### src/hw/rtl/tcw_pkg.sv
`timescale 1ns / 1ps
// ----------------------------------------------------------------------------
// tcw_pkg
// Shared types and constants for the text console writer: screen geometry,
// character codes, action and state encodings, and the screen memory request.
// ----------------------------------------------------------------------------
package tcw_pkg;

    localparam int COLS   = 80;
    localparam int ROWS   = 25;
    localparam int CELLS  = ROWS * COLS;
    localparam int ADDR_W = $clog2(CELLS);

    // field widths of the item and result
    localparam int ROW_W  = 5;
    localparam int COL_W  = 7;
    localparam int ACT_W  = 2;
    localparam int BYTE_W = 8;

    localparam logic [BYTE_W-1:0] CH_BLANK   = 8'h20;
    localparam logic [BYTE_W-1:0] CH_BLOCK   = 8'hDB;
    localparam logic [BYTE_W-1:0] CH_NEWLINE = 8'h0A;
    localparam logic [BYTE_W-1:0] ATTR_PLAIN = 8'h07;

    typedef enum logic [ACT_W-1:0] {
        ACT_PUT   = 2'd0,
        ACT_CLEAR = 2'd1,
        ACT_BLINK = 2'd2,
        ACT_READ  = 2'd3
    } t_action;

    typedef enum logic [2:0] {
        S_IDLE,
        S_SWEEP,
        S_FILL,
        S_PUT,
        S_BLINK,
        S_RDATA
    } t_state;

    typedef struct packed {
        logic [BYTE_W-1:0] ch;
        logic [BYTE_W-1:0] attr;
    } t_cell;

    typedef struct packed {
        logic              wr_en;
        logic [ADDR_W-1:0] wr_addr;
        t_cell             wr_data;
        logic              rd_en;
        logic [ADDR_W-1:0] rd_addr;
    } t_mem_req;

endpackage

### src/hw/rtl/tcw_addr_map.sv
`timescale 1ns / 1ps
// ----------------------------------------------------------------------------
// tcw_addr_map
// Map a screen row and column to a memory address, through the rotating
// row base that makes a scroll a change of base plus one row fill.
// ----------------------------------------------------------------------------
module tcw_addr_map (
    input  logic [tcw_pkg::ROW_W-1:0]  i_row,
    input  logic [tcw_pkg::COL_W-1:0]  i_col,
    input  logic [tcw_pkg::ROW_W-1:0]  i_base,
    output logic [tcw_pkg::ADDR_W-1:0] o_addr
);
    import tcw_pkg::*;

    localparam int LIN_W = ROW_W + COL_W + 2;

    logic [ROW_W:0]   row_sum;
    logic [ROW_W:0]   phys_row;
    logic [LIN_W-1:0] lin_addr;

    always_comb begin
        row_sum  = {1'b0, i_row} + {1'b0, i_base};
        // both terms stay below ROWS, so one subtract wraps the sum
        phys_row = (row_sum >= (ROW_W+1)'(ROWS)) ? row_sum - (ROW_W+1)'(ROWS) : row_sum;
        lin_addr = LIN_W'(phys_row) * LIN_W'(COLS) + LIN_W'(i_col);
        o_addr   = lin_addr[ADDR_W-1:0];
    end

endmodule

### config.mk
export PLATFORM = sky130hd
export DESIGN_NAME = tcw_addr_map
export DESIGN_NICKNAME = d
export VERILOG_FILES = /design/src/hw/rtl/tcw_pkg.sv /design/src/hw/rtl/tcw_addr_map.sv
export SDC_FILE = /design/constraint.sdc
export NUM_CORES = 1
export LEC_CHECK = 0
export BUFFER_PORTS_ARGS = -buffer_cell sky130_fd_sc_hd__buf_4
export CAP_MARGIN = 5
export CORE_ASPECT_RATIO = 0.75
export CORE_MARGIN = 5
export CORE_UTILIZATION = 30
export DETAILED_ROUTE_END_ITERATION = 12
export GPL_TIMING_DRIVEN = 0
export MAX_ROUTING_LAYER = met4
export SLEW_MARGIN = 20
export SYNTH_ARGS = -nofsm -noshare
export SYNTH_HDL_FRONTEND = slang
export SYNTH_SLANG_ARGS = --single-unit
### constraint.sdc
create_clock -name vclk -period 9.2
set_clock_uncertainty 0.2 [all_clocks]
set_input_delay 0.46 -clock vclk [all_inputs]
set_output_delay 0.46 -clock vclk [all_outputs]
set_load 0.01 [all_outputs]
After elaboration in Yosys (flattened, before gate mapping):

Index checks and enable logic that the tools add are counted.

* register bits after elaboration: 0
* bits in latches: 0
* bits in writable memories: 0
* ROM bits: 0
* input bits: 17
* word-level logic and storage cells: 6
* memories: 0

* $add $sub $neg: 3
* $mul: 1
* div/mod/pow operators: 0
* magnitude comparators: 1
* equality and inequality tests: 0
* shift operators: 0
* mux-type cells: 1
* bitwise logic cells: 0
* reduce and logical (&&, ||, !) cells: 0

Operators with widths (number)
* 11-bit by 7-bit adder with 11-bit output: 1
* 6-bit by 3-bit multiplier with 7-bit output (second input constant): 1
* 5-bit by 5-bit adder with 6-bit output: 1
* 6-bit by 5-bit greater-or-equal comparator with 1-bit output (second input constant): 1
* 6-bit two-way mux: 1
* 6-bit by 5-bit subtractor with 6-bit output (second input constant): 1

Longest topological paths before layout:

Gate-level depths: netlist of run 1.

* word-level depth: 5
* gate-level depth with buffers: 16
* depth with buffers taken out: 16

Worst setup path before layout of run 1:

OpenSTA, ideal clock, no wires.

* path kind: input-to-output
* from: in i_row[0] in the netlist's numbering
* to: out o_addr[10] in the netlist's numbering
* arrival time: 4115 ps
* required time: 8540 ps
* path slack: 4425 ps
* cell stages on the path: 16
* cells stage by stage: ha_1 -> fa_1 -> inv_1 -> ha_1 -> and2b_1 -> nand2_1 -> a31oi_4 -> mux2_1 -> ha_1 -> ha_1 -> fa_1 -> xor2_1 -> o2111ai_1 -> xor2_1 -> xnor2_1 -> xnor2_1

* longest elaborated chain between the ends: 5
* elaborated cells on any way between the ends: 6
* classes of those cells: add/sub (3); mul (1); order compare (1); mux (1)

RTL lines
* start: declaration: line tcw_addr_map.sv:8 `input logic [tcw_pkg::ROW_W-1:0] i_row,`
* 5-bit by 5-bit adder with 6-bit output *: line tcw_addr_map.sv:22 `row_sum = {1'b0, i_row} + {1'b0, i_base};`
* 6-bit by 5-bit subtractor with 6-bit output / 6-bit by 5-bit greater-or-equal comparator with 1-bit output (equally long branches): line tcw_addr_map.sv:24 `phys_row = (row_sum >= (ROW_W+1)'(ROWS)) ? row_sum - (ROW_W+1)'(ROWS) : row_sum;`
* 6-bit two-way mux *: line tcw_addr_map.sv:24
* 6-bit by 3-bit multiplier with 7-bit output *: line tcw_addr_map.sv:25 `lin_addr = LIN_W'(phys_row) * LIN_W'(COLS) + LIN_W'(i_col);`
* 11-bit by 7-bit adder with 11-bit output *: line tcw_addr_map.sv:25
* end: declaration: line tcw_addr_map.sv:11 `output logic [tcw_pkg::ADDR_W-1:0] o_addr`

Mark *: on every way between the ends. The rest lies on a longest branch, timed or not.

Final worst setup path of run 1:

Same ends and word-level chain as after synthesis.

==> results.yml, run 1 <==
route:
  drtIter0Drc: 7
  wl_per_cell_um: 10.8
  vias_per_cell: 4.76
  dr.pass1.iters: 4
  antenna_left: 0
  drt-total-wl_um: 1550
  drcViolationCount: 0
  vias: 681
power_and_ir_drop:
  p_per_area_nw_per_um2: 230
  leakagePower_nw: 0.476
  peakVddDrop_v: 0.000103
  p_int_uw: 113
  power_frac_comb: 1.000
  power_switching_uw: 107
  clkPwrFrac: 0
  pwr-share-seq: 0
  swShare: 0.486
timing:
  finalHoldViolCount: 0
  slew_viol_final: 0
  rsz0062_at_grt: "false"
  setup_ws_ps: 3950
  period_needed_ps: 5250
  max_freq_ghz: 0.190
  relSlewSlack: 0.657
  finalCritPeriodShare: 0.571
  finalSetupTns_ps: 0
  setup_viol: 0
  worst_slew_pin_slew_ps: 511
yosys:
  mappedNetlistNets: 122
  syn_area_um2: 733
  synth.area.top_cells: "ha_1 29%, xnor2_1 8.4%, fa_1 8.2%, a21o_1 4.1%, buf_4 4.1%"
  post_synth.cell_area_avg_um2: 8.63
  yosysTopAreaCellShare: 0.290
  synth.distinct_cells: 29
  yosysSeqAreaShare: 0
  netlist_top_cells_count: "17 x ha_1, 7 x xnor2_1, 6 x inv_1"
  synth.largest_area_cell: "ha_1"
  yosysWarnings: 0
  yosysMostFrequentCell: "ha_1"
  postSynthCellCount: 85
place:
  gp_congestion: 0.753
  dp_slack_ps: 3920
  place.detailed.hpwl_um: 1420
  io_buffers: 24
  placed_area_um2: 956
floorplanning:
  coreArea_um2: 2310
  start_util: 0.318
  fp-row-count: 15
  die-area_um2: 3540
  die_x_um: 67.1
  die_h_um: 52.8
  io_pins: 28
grt:
  gr-usage-all-layers: 0.0902
  grt_pass1_wl_um: 2590
  antenna_found_initial: 0
  grt_max_degree: 8
  first_global_vias: 649
  grt.overflow.total: 0
clocking:
  cts_hold_buffers: 0
  ctsResizeCount: 0
  postCtsSetupRepairBufs: 0
worst_hold_path:
  worstHoldPathType: "in -> out"
finish:
  diodes: 0
  seqCellArea_um2: 0
  nets: 148
  drive_gt1_frac: 0.349
  clock_buffers: 0
  syn_to_final_growth_pct: 30.4
  n_sequential_cell: 0
  fin_util: 0.414
  fin_area_um2: 956
  fill_cells: 259
  multi_input_area_um2: 681
worst_setup_path:
  path_class: "in -> out"
  required_ps: 8540
  cp-end-kind: "output pin"
  critPathMaxFanout: 3
  worstPathArrival_ps: 4590
  startpoint_type: "input pin"
flow_run:
  drv_cap: 0
outcome:
  status: "completed"
==> critical path, stage by stage <==
cell       delay, ps
buf_4            110
ha_1             240
fa_1             530
inv_1             80
ha_1             230
and2b_1          210
nand2_1          100
a31oi_4          270
mux2_1           380
ha_1             290
ha_1             230
fa_1             380
xor2_1           240
o2111ai_1        170
xor2_1           180
xnor2_1          200
xnor2_1          150
buf_4            140
==> stage by stage <==
stage                     instances  power (mW)  hold slack [ps]
after CTS                       143       0.223              900
after global routing            143       0.242              909
after floorplan                  85       0.144              812
after detailed placement        143       0.222              900
after global placement          143       0.217              899
final                           143       0.220              899
==> cells in the final DEF, fill, tap and decap left out, drive strengths merged, types with 4 or more instances in the layout <==
cell and instances:
a21o 4, inv 6, nor2 4, or2 4, xnor2 7, nand3 4, ha 17, buf 28
a21oi 4
==> final cells by class <==
cell class | instances | share of cell area
multi-input cells | 75 | 0.712
repair buffers | 24 | 0.188
well taps | 34 | 0.0445
plain buffers | 4 | 0.0314
inverters | 6 | 0.0236
==> power groups by stage <==
| stage | Combinational, mW | Sequential, mW | Clock, mW |
|---|---|---|---|
| 2_1_floorplan | 0.144 | 0 | 0 |
| 3_3_place_gp | 0.217 | 0 | 0 |
| 3_5_place_dp | 0.222 | 0 | 0 |
| 4_1_cts | 0.223 | 0 | 0 |
| 5_1_grt | 0.242 | 0 | 0 |
| 6_report | 0.220 | 0 | 0 |
==> worst paths after layout <==
path                         end  depth (start not counted)  startpoint  slack (ps)
worst max-delay path  o_addr[10]                         18    i_row[0]        3950
worst min-delay path   o_addr[3]                          2    i_col[3]         900
==> per-layer routing <==
layer	track usage	routed length, um	part of all wire	up-vias
met3	0.00429	48	0.031	0
met4	0.00673	0	0	0
met5	-	0	0	-
li1	-	-	-	360
met2	0.160	746	0.48	14
met1	0.118	756	0.49	307
==> kinds of logic after synthesis <==
group,count (synthesis),synth area share
xor gates and xnor gates,10,0.119
muxes,3,0.0427
and+or+nand+nor,22,0.169
adders and majority gates,20,0.372
buffers and inverters,10,0.0717
AOI/OAI and AO/OA,20,0.225
Power figures use the tool's default switching activity.
==> run 2, diff against run 1 <==
==> constraint.sdc (replaced) <==
create_clock -name vclk -period 4.5
set_clock_uncertainty 0.2 [all_clocks]
set_input_delay 0.225 -clock vclk [all_inputs]
set_output_delay 0.225 -clock vclk [all_outputs]
set_load 0.01 [all_outputs]
==> run 2 against run 1 <==
Net effect:
- via count grew 5.3%
- wire length grew 10%
- clock-buffer cell count is the same
- critical path type unchanged
- final cell count grew 3.5%
- highest routed layer is now met4
- final area grew 16%
- largest power group unchanged
- critical endpoint unchanged
==> results.yml, run 2 (same netlist as run 1, synthesis figures left out) <==
floorplanning:
  coreArea_um2: 2310
  io_pins: 28
  die-area_um2: 3540
  start_util: 0.318
  die_x_um: 67.1
  die_h_um: 52.8
  fp-row-count: 15
timing:
  period_needed_ps: 4350
  rsz0062_at_grt: "true"
  setup_ws_ps: 148
  whs_ps: 429
  finalCritPeriodShare: 0.967
  slew_viol_final: 0
  worst_slew_pin_slew_ps: 349
  setup_viol: 0
  max_freq_ghz: 0.230
  relSlewSlack: 0.766
  finalHoldViolCount: 0
outcome:
  status: "completed"
worst_setup_path:
  slowest_stage: "fa_2"
  critPathMaxFanout: 3
  path_cells: "buf_6 -> ha_4 -> fa_1 -> inv_2 -> ha_4 -> and2b_1 -> nand2_2 -> a31oi_4 -> mux2_4 -> ha_4 -> ha_4 -> fa_2 -> o2111ai_2 -> xor2_1 -> xnor2_1 -> xnor2_1 -> buf_4"
  cp-end-kind: "output pin"
  max_stage_delay_ps: 600
  startpoint_type: "input pin"
  path_delay_family: "adder cells"
  required_ps: 4070
  worstPathArrival_ps: 3930
  cp.buffers_inverters: 3
  path_class: "in -> out"
  cpMostUsedCell: "ha_4"
power_and_ir_drop:
  leakagePower_nw: 0.512
  peakVddDrop_v: 0.000224
  p_total_uw: 532
  p_per_area_nw_per_um2: 481
route:
  wl_met2_um: 877
  vias_per_cell: 4.84
  m1WireLength_um: 776
  drcViolationCount: 0
  wl_per_cell_um: 11.6
  dr.pass1.iters: 3
  highest_layer: "met4"
  drt-total-wl_um: 1710
  vias: 717
  drtIter0Drc: 5
  antenna_left: 0
  wl_met3_um: 43
finish:
  fin_util: 0.479
  drive_gt1_frac: 0.500
  n_sequential_cell: 0
  layout_commonest_cell: "buf_4"
  diodes: 0
  syn_to_final_growth_pct: 50.9
  layout_common_cells: "31 x buf_4, 12 x ha_1, 6 x xnor2_1"
  clock_buffers: 0
  fin_cells: 148
  nets: 153
  seqCellArea_um2: 0
grt:
  first_global_vias: 678
  antenna_found_initial: 0
  grt_pass1_wl_um: 2720
  grt_max_degree: 8
  grt.overflow.total: 0
  gr-usage-all-layers: 0.0952
place:
  gp_congestion: 0.753
  place.detailed.hpwl_um: 1420
  dp_slack_ps: -308
  io_buffers: 24
  place_inst: 143
flow_run:
  drv_cap: 0
clocking:
  cts_hold_buffers: 0
worst_hold_path:
  worstHoldPathType: "in -> out"
-- run 2: cell count changes in the layout (fill, tap and decap cells not counted), moves of 2 or more --
| cell | change |
|---|---|
| ha_1 | -5 |
| buf_4 | +3 |
| buf_6 | +2 |
| ha_4 | +5 |
-- run 2: timing repair --
item,in CTS,in global routing
buffers inserted,3,2
gates resized for setup,8,13
setup endpoints to repair,1,1
gates cloned,0,0
pin swaps,5,11
-- run 2: metrics by stage --
stage	setup TNS [ps]	instance area [um2]
4_1_cts	0	1000
5_1_grt	-58.1	1110
3_5_place_dp	-308	956
6_report	0	1110
3_3_place_gp	-252	956
2_1_floorplan	0	733
-- run 2: final cells by class --
| class | count | area (um2) |
|---|---|---|
| multi-input combinational | 75 | 786 |
| inverter | 6 | 22.5 |
| tap | 34 | 42.5 |
| fill | 252 | 1200 |
| timing repair buffer | 29 | 225 |
| buffer | 4 | 30.0 |
-- run 2: path summary, 6_finish.rpt --
| check | startpoint | end | slack (ps) | cells after the start |
|---|---|---|---|---|
| max | i_base[0] | o_addr[10] | 150 | 17 |
| min | i_col[3] | o_addr[3] | 430 | 2 |
-- run 2: per-layer routing --
layer  GRT usage  vias to the layer above
li1            -                      371
met5           -                        -
met3     0.00429                        2
met2       0.170                       14
met1       0.124                      330
met4     0.00673                        0
-- run 2: power breakdown --
part | internal, mW | total, mW | leakage, nW | switching, mW
logic | 0.286 | 0.532 | 0.512 | 0.246
clock network | 0 | 0 | 0 | 0
registers | 0 | 0 | 0 | 0
==> run 3, diff against run 2 <==
--- a/config.mk
+++ b/config.mk
@@ -7,12 +7,15 @@
 export LEC_CHECK = 0
 export BUFFER_PORTS_ARGS = -buffer_cell sky130_fd_sc_hd__buf_4
 export CAP_MARGIN = 5
+export CELL_PAD_IN_SITES_DETAIL_PLACEMENT = 1
+export CELL_PAD_IN_SITES_GLOBAL_PLACEMENT = 1
 export CORE_ASPECT_RATIO = 0.75
 export CORE_MARGIN = 5
 export CORE_UTILIZATION = 30
 export DETAILED_ROUTE_END_ITERATION = 12
 export GPL_TIMING_DRIVEN = 0
 export MAX_ROUTING_LAYER = met4
+export PLACE_DENSITY_LB_ADDON = 0.1
 export SLEW_MARGIN = 20
 export SYNTH_ARGS = -nofsm -noshare
 export SYNTH_HDL_FRONTEND = slang
==> run 3 against run 2 <==
Net effect:
- total power rose by 2.8%
- final cell count is the same
- first-iteration DRC count rose to 2.8 times the previous value
- worst setup slack better by 79 ps
- global-route usage up 1.8 points
- largest power group unchanged
==> results.yml, run 3 (same netlist as run 1, synthesis figures left out) <==
outcome:
  status: "completed"
route:
  drt-total-wl_um: 1930
  wl_per_cell_um: 13.0
  m1WireLength_um: 905
  highest_layer: "met3"
  vias_per_cell: 4.99
  dr.pass1.iters: 4
  vias: 738
  wl_met3_um: 117
  drtIter0Drc: 14
  drcViolationCount: 0
  antenna_left: 0
  wl_met2_um: 906
grt:
  antenna_found_initial: 0
  grt.overflow.total: 0
  gr-usage-all-layers: 0.113
  first_global_vias: 777
  grt_pass1_wl_um: 3220
  grt_max_degree: 8
floorplanning:
  die-area_um2: 3540
  io_pins: 28
  die_h_um: 52.8
  die_x_um: 67.1
  start_util: 0.318
  fp-row-count: 15
  coreArea_um2: 2310
timing:
  setup_ws_ps: 227
  slew_viol_final: 0
  relSlewSlack: 0.762
  whs_ps: 428
  finalSetupTns_ps: 0
  max_freq_ghz: 0.234
  period_needed_ps: 4270
  worst_slew_pin_slew_ps: 355
  setup_viol: 0
  finalHoldViolCount: 0
  rsz0062_at_grt: "false"
  finalCritPeriodShare: 0.950
power_and_ir_drop:
  peakVddDrop_v: 0.000304
  p_total_uw: 547
  p_per_area_nw_per_um2: 508
  leakagePower_nw: 0.507
finish:
  diodes: 0
  drive_gt1_frac: 0.491
  seqCellArea_um2: 0
  layout_common_cells: "33 x buf_4, 13 x ha_1, 6 x xnor2_1"
  nets: 153
  fin_util: 0.466
  syn_to_final_growth_pct: 46.8
  n_sequential_cell: 0
  fin_area_um2: 1080
  clock_buffers: 0
  fill_cells: 286
  layout_commonest_cell: "buf_4"
  fin_cells: 148
worst_setup_path:
  path_class: "in -> out"
  cp-end-kind: "output pin"
  worstPathArrival_ps: 3850
  startpoint_type: "input pin"
  critPathMaxFanout: 3
  required_ps: 4070
place:
  gp_congestion: 0.717
  place.detailed.hpwl_um: 1620
  placed_area_um2: 956
  dp_slack_ps: -339
  io_buffers: 24
  place_inst: 143
worst_hold_path:
  worstHoldPathType: "in -> out"
flow_run:
  drv_cap: 0
[run 3: routing by layer]
metal,GRT usage,up-vias
met5,-,-
met4,0,0
met3,0.0129,0
met2,0.204,18
met1,0.145,351
li1,-,369
[run 3: worst paths after layout]
kind	start	endpoint	slack (ps)	cells past startpoint
worst max-delay path	i_row[0]	o_addr[10]	230	17
worst min-delay path	i_col[3]	o_addr[3]	430	2
[run 3: worst max-delay path, stage by stage]
cell and delay [ps]:
buf_4 120, ha_4 160, fa_1 530, inv_2 60
ha_2 190, and2b_1 220, nand2_2 80, a31oi_4 220
mux2_4 340, ha_4 230, ha_4 160, fa_2 550
o2111ai_2 130, xor2_1 170, xnor2_1 170, xnor2_1 140
buf_4 140
[run 3: where the power goes]
part / internal (mW) / switching [mW]
clock network: 0 / 0
registers: 0 / 0
logic: 0.301 / 0.246
[run 3: what timing repair did]
item                                    in CTS  in global routing
gates resized for setup                     12                  4
setup buffers                                4                  1
hold buffers                                 0                  0
gates cloned                                 0                  0
pin swaps                                    8                  5
endpoints found under the setup margin       1                  1
[run 3: area by class of cell]
cell class,instances,area [um2],area share
buffer,4,30.0,0.0279
timing repair buffer,29,218,0.202
inverter,6,22.5,0.0209
multi-input combinational,75,763,0.709
tap,34,42.5,0.0395
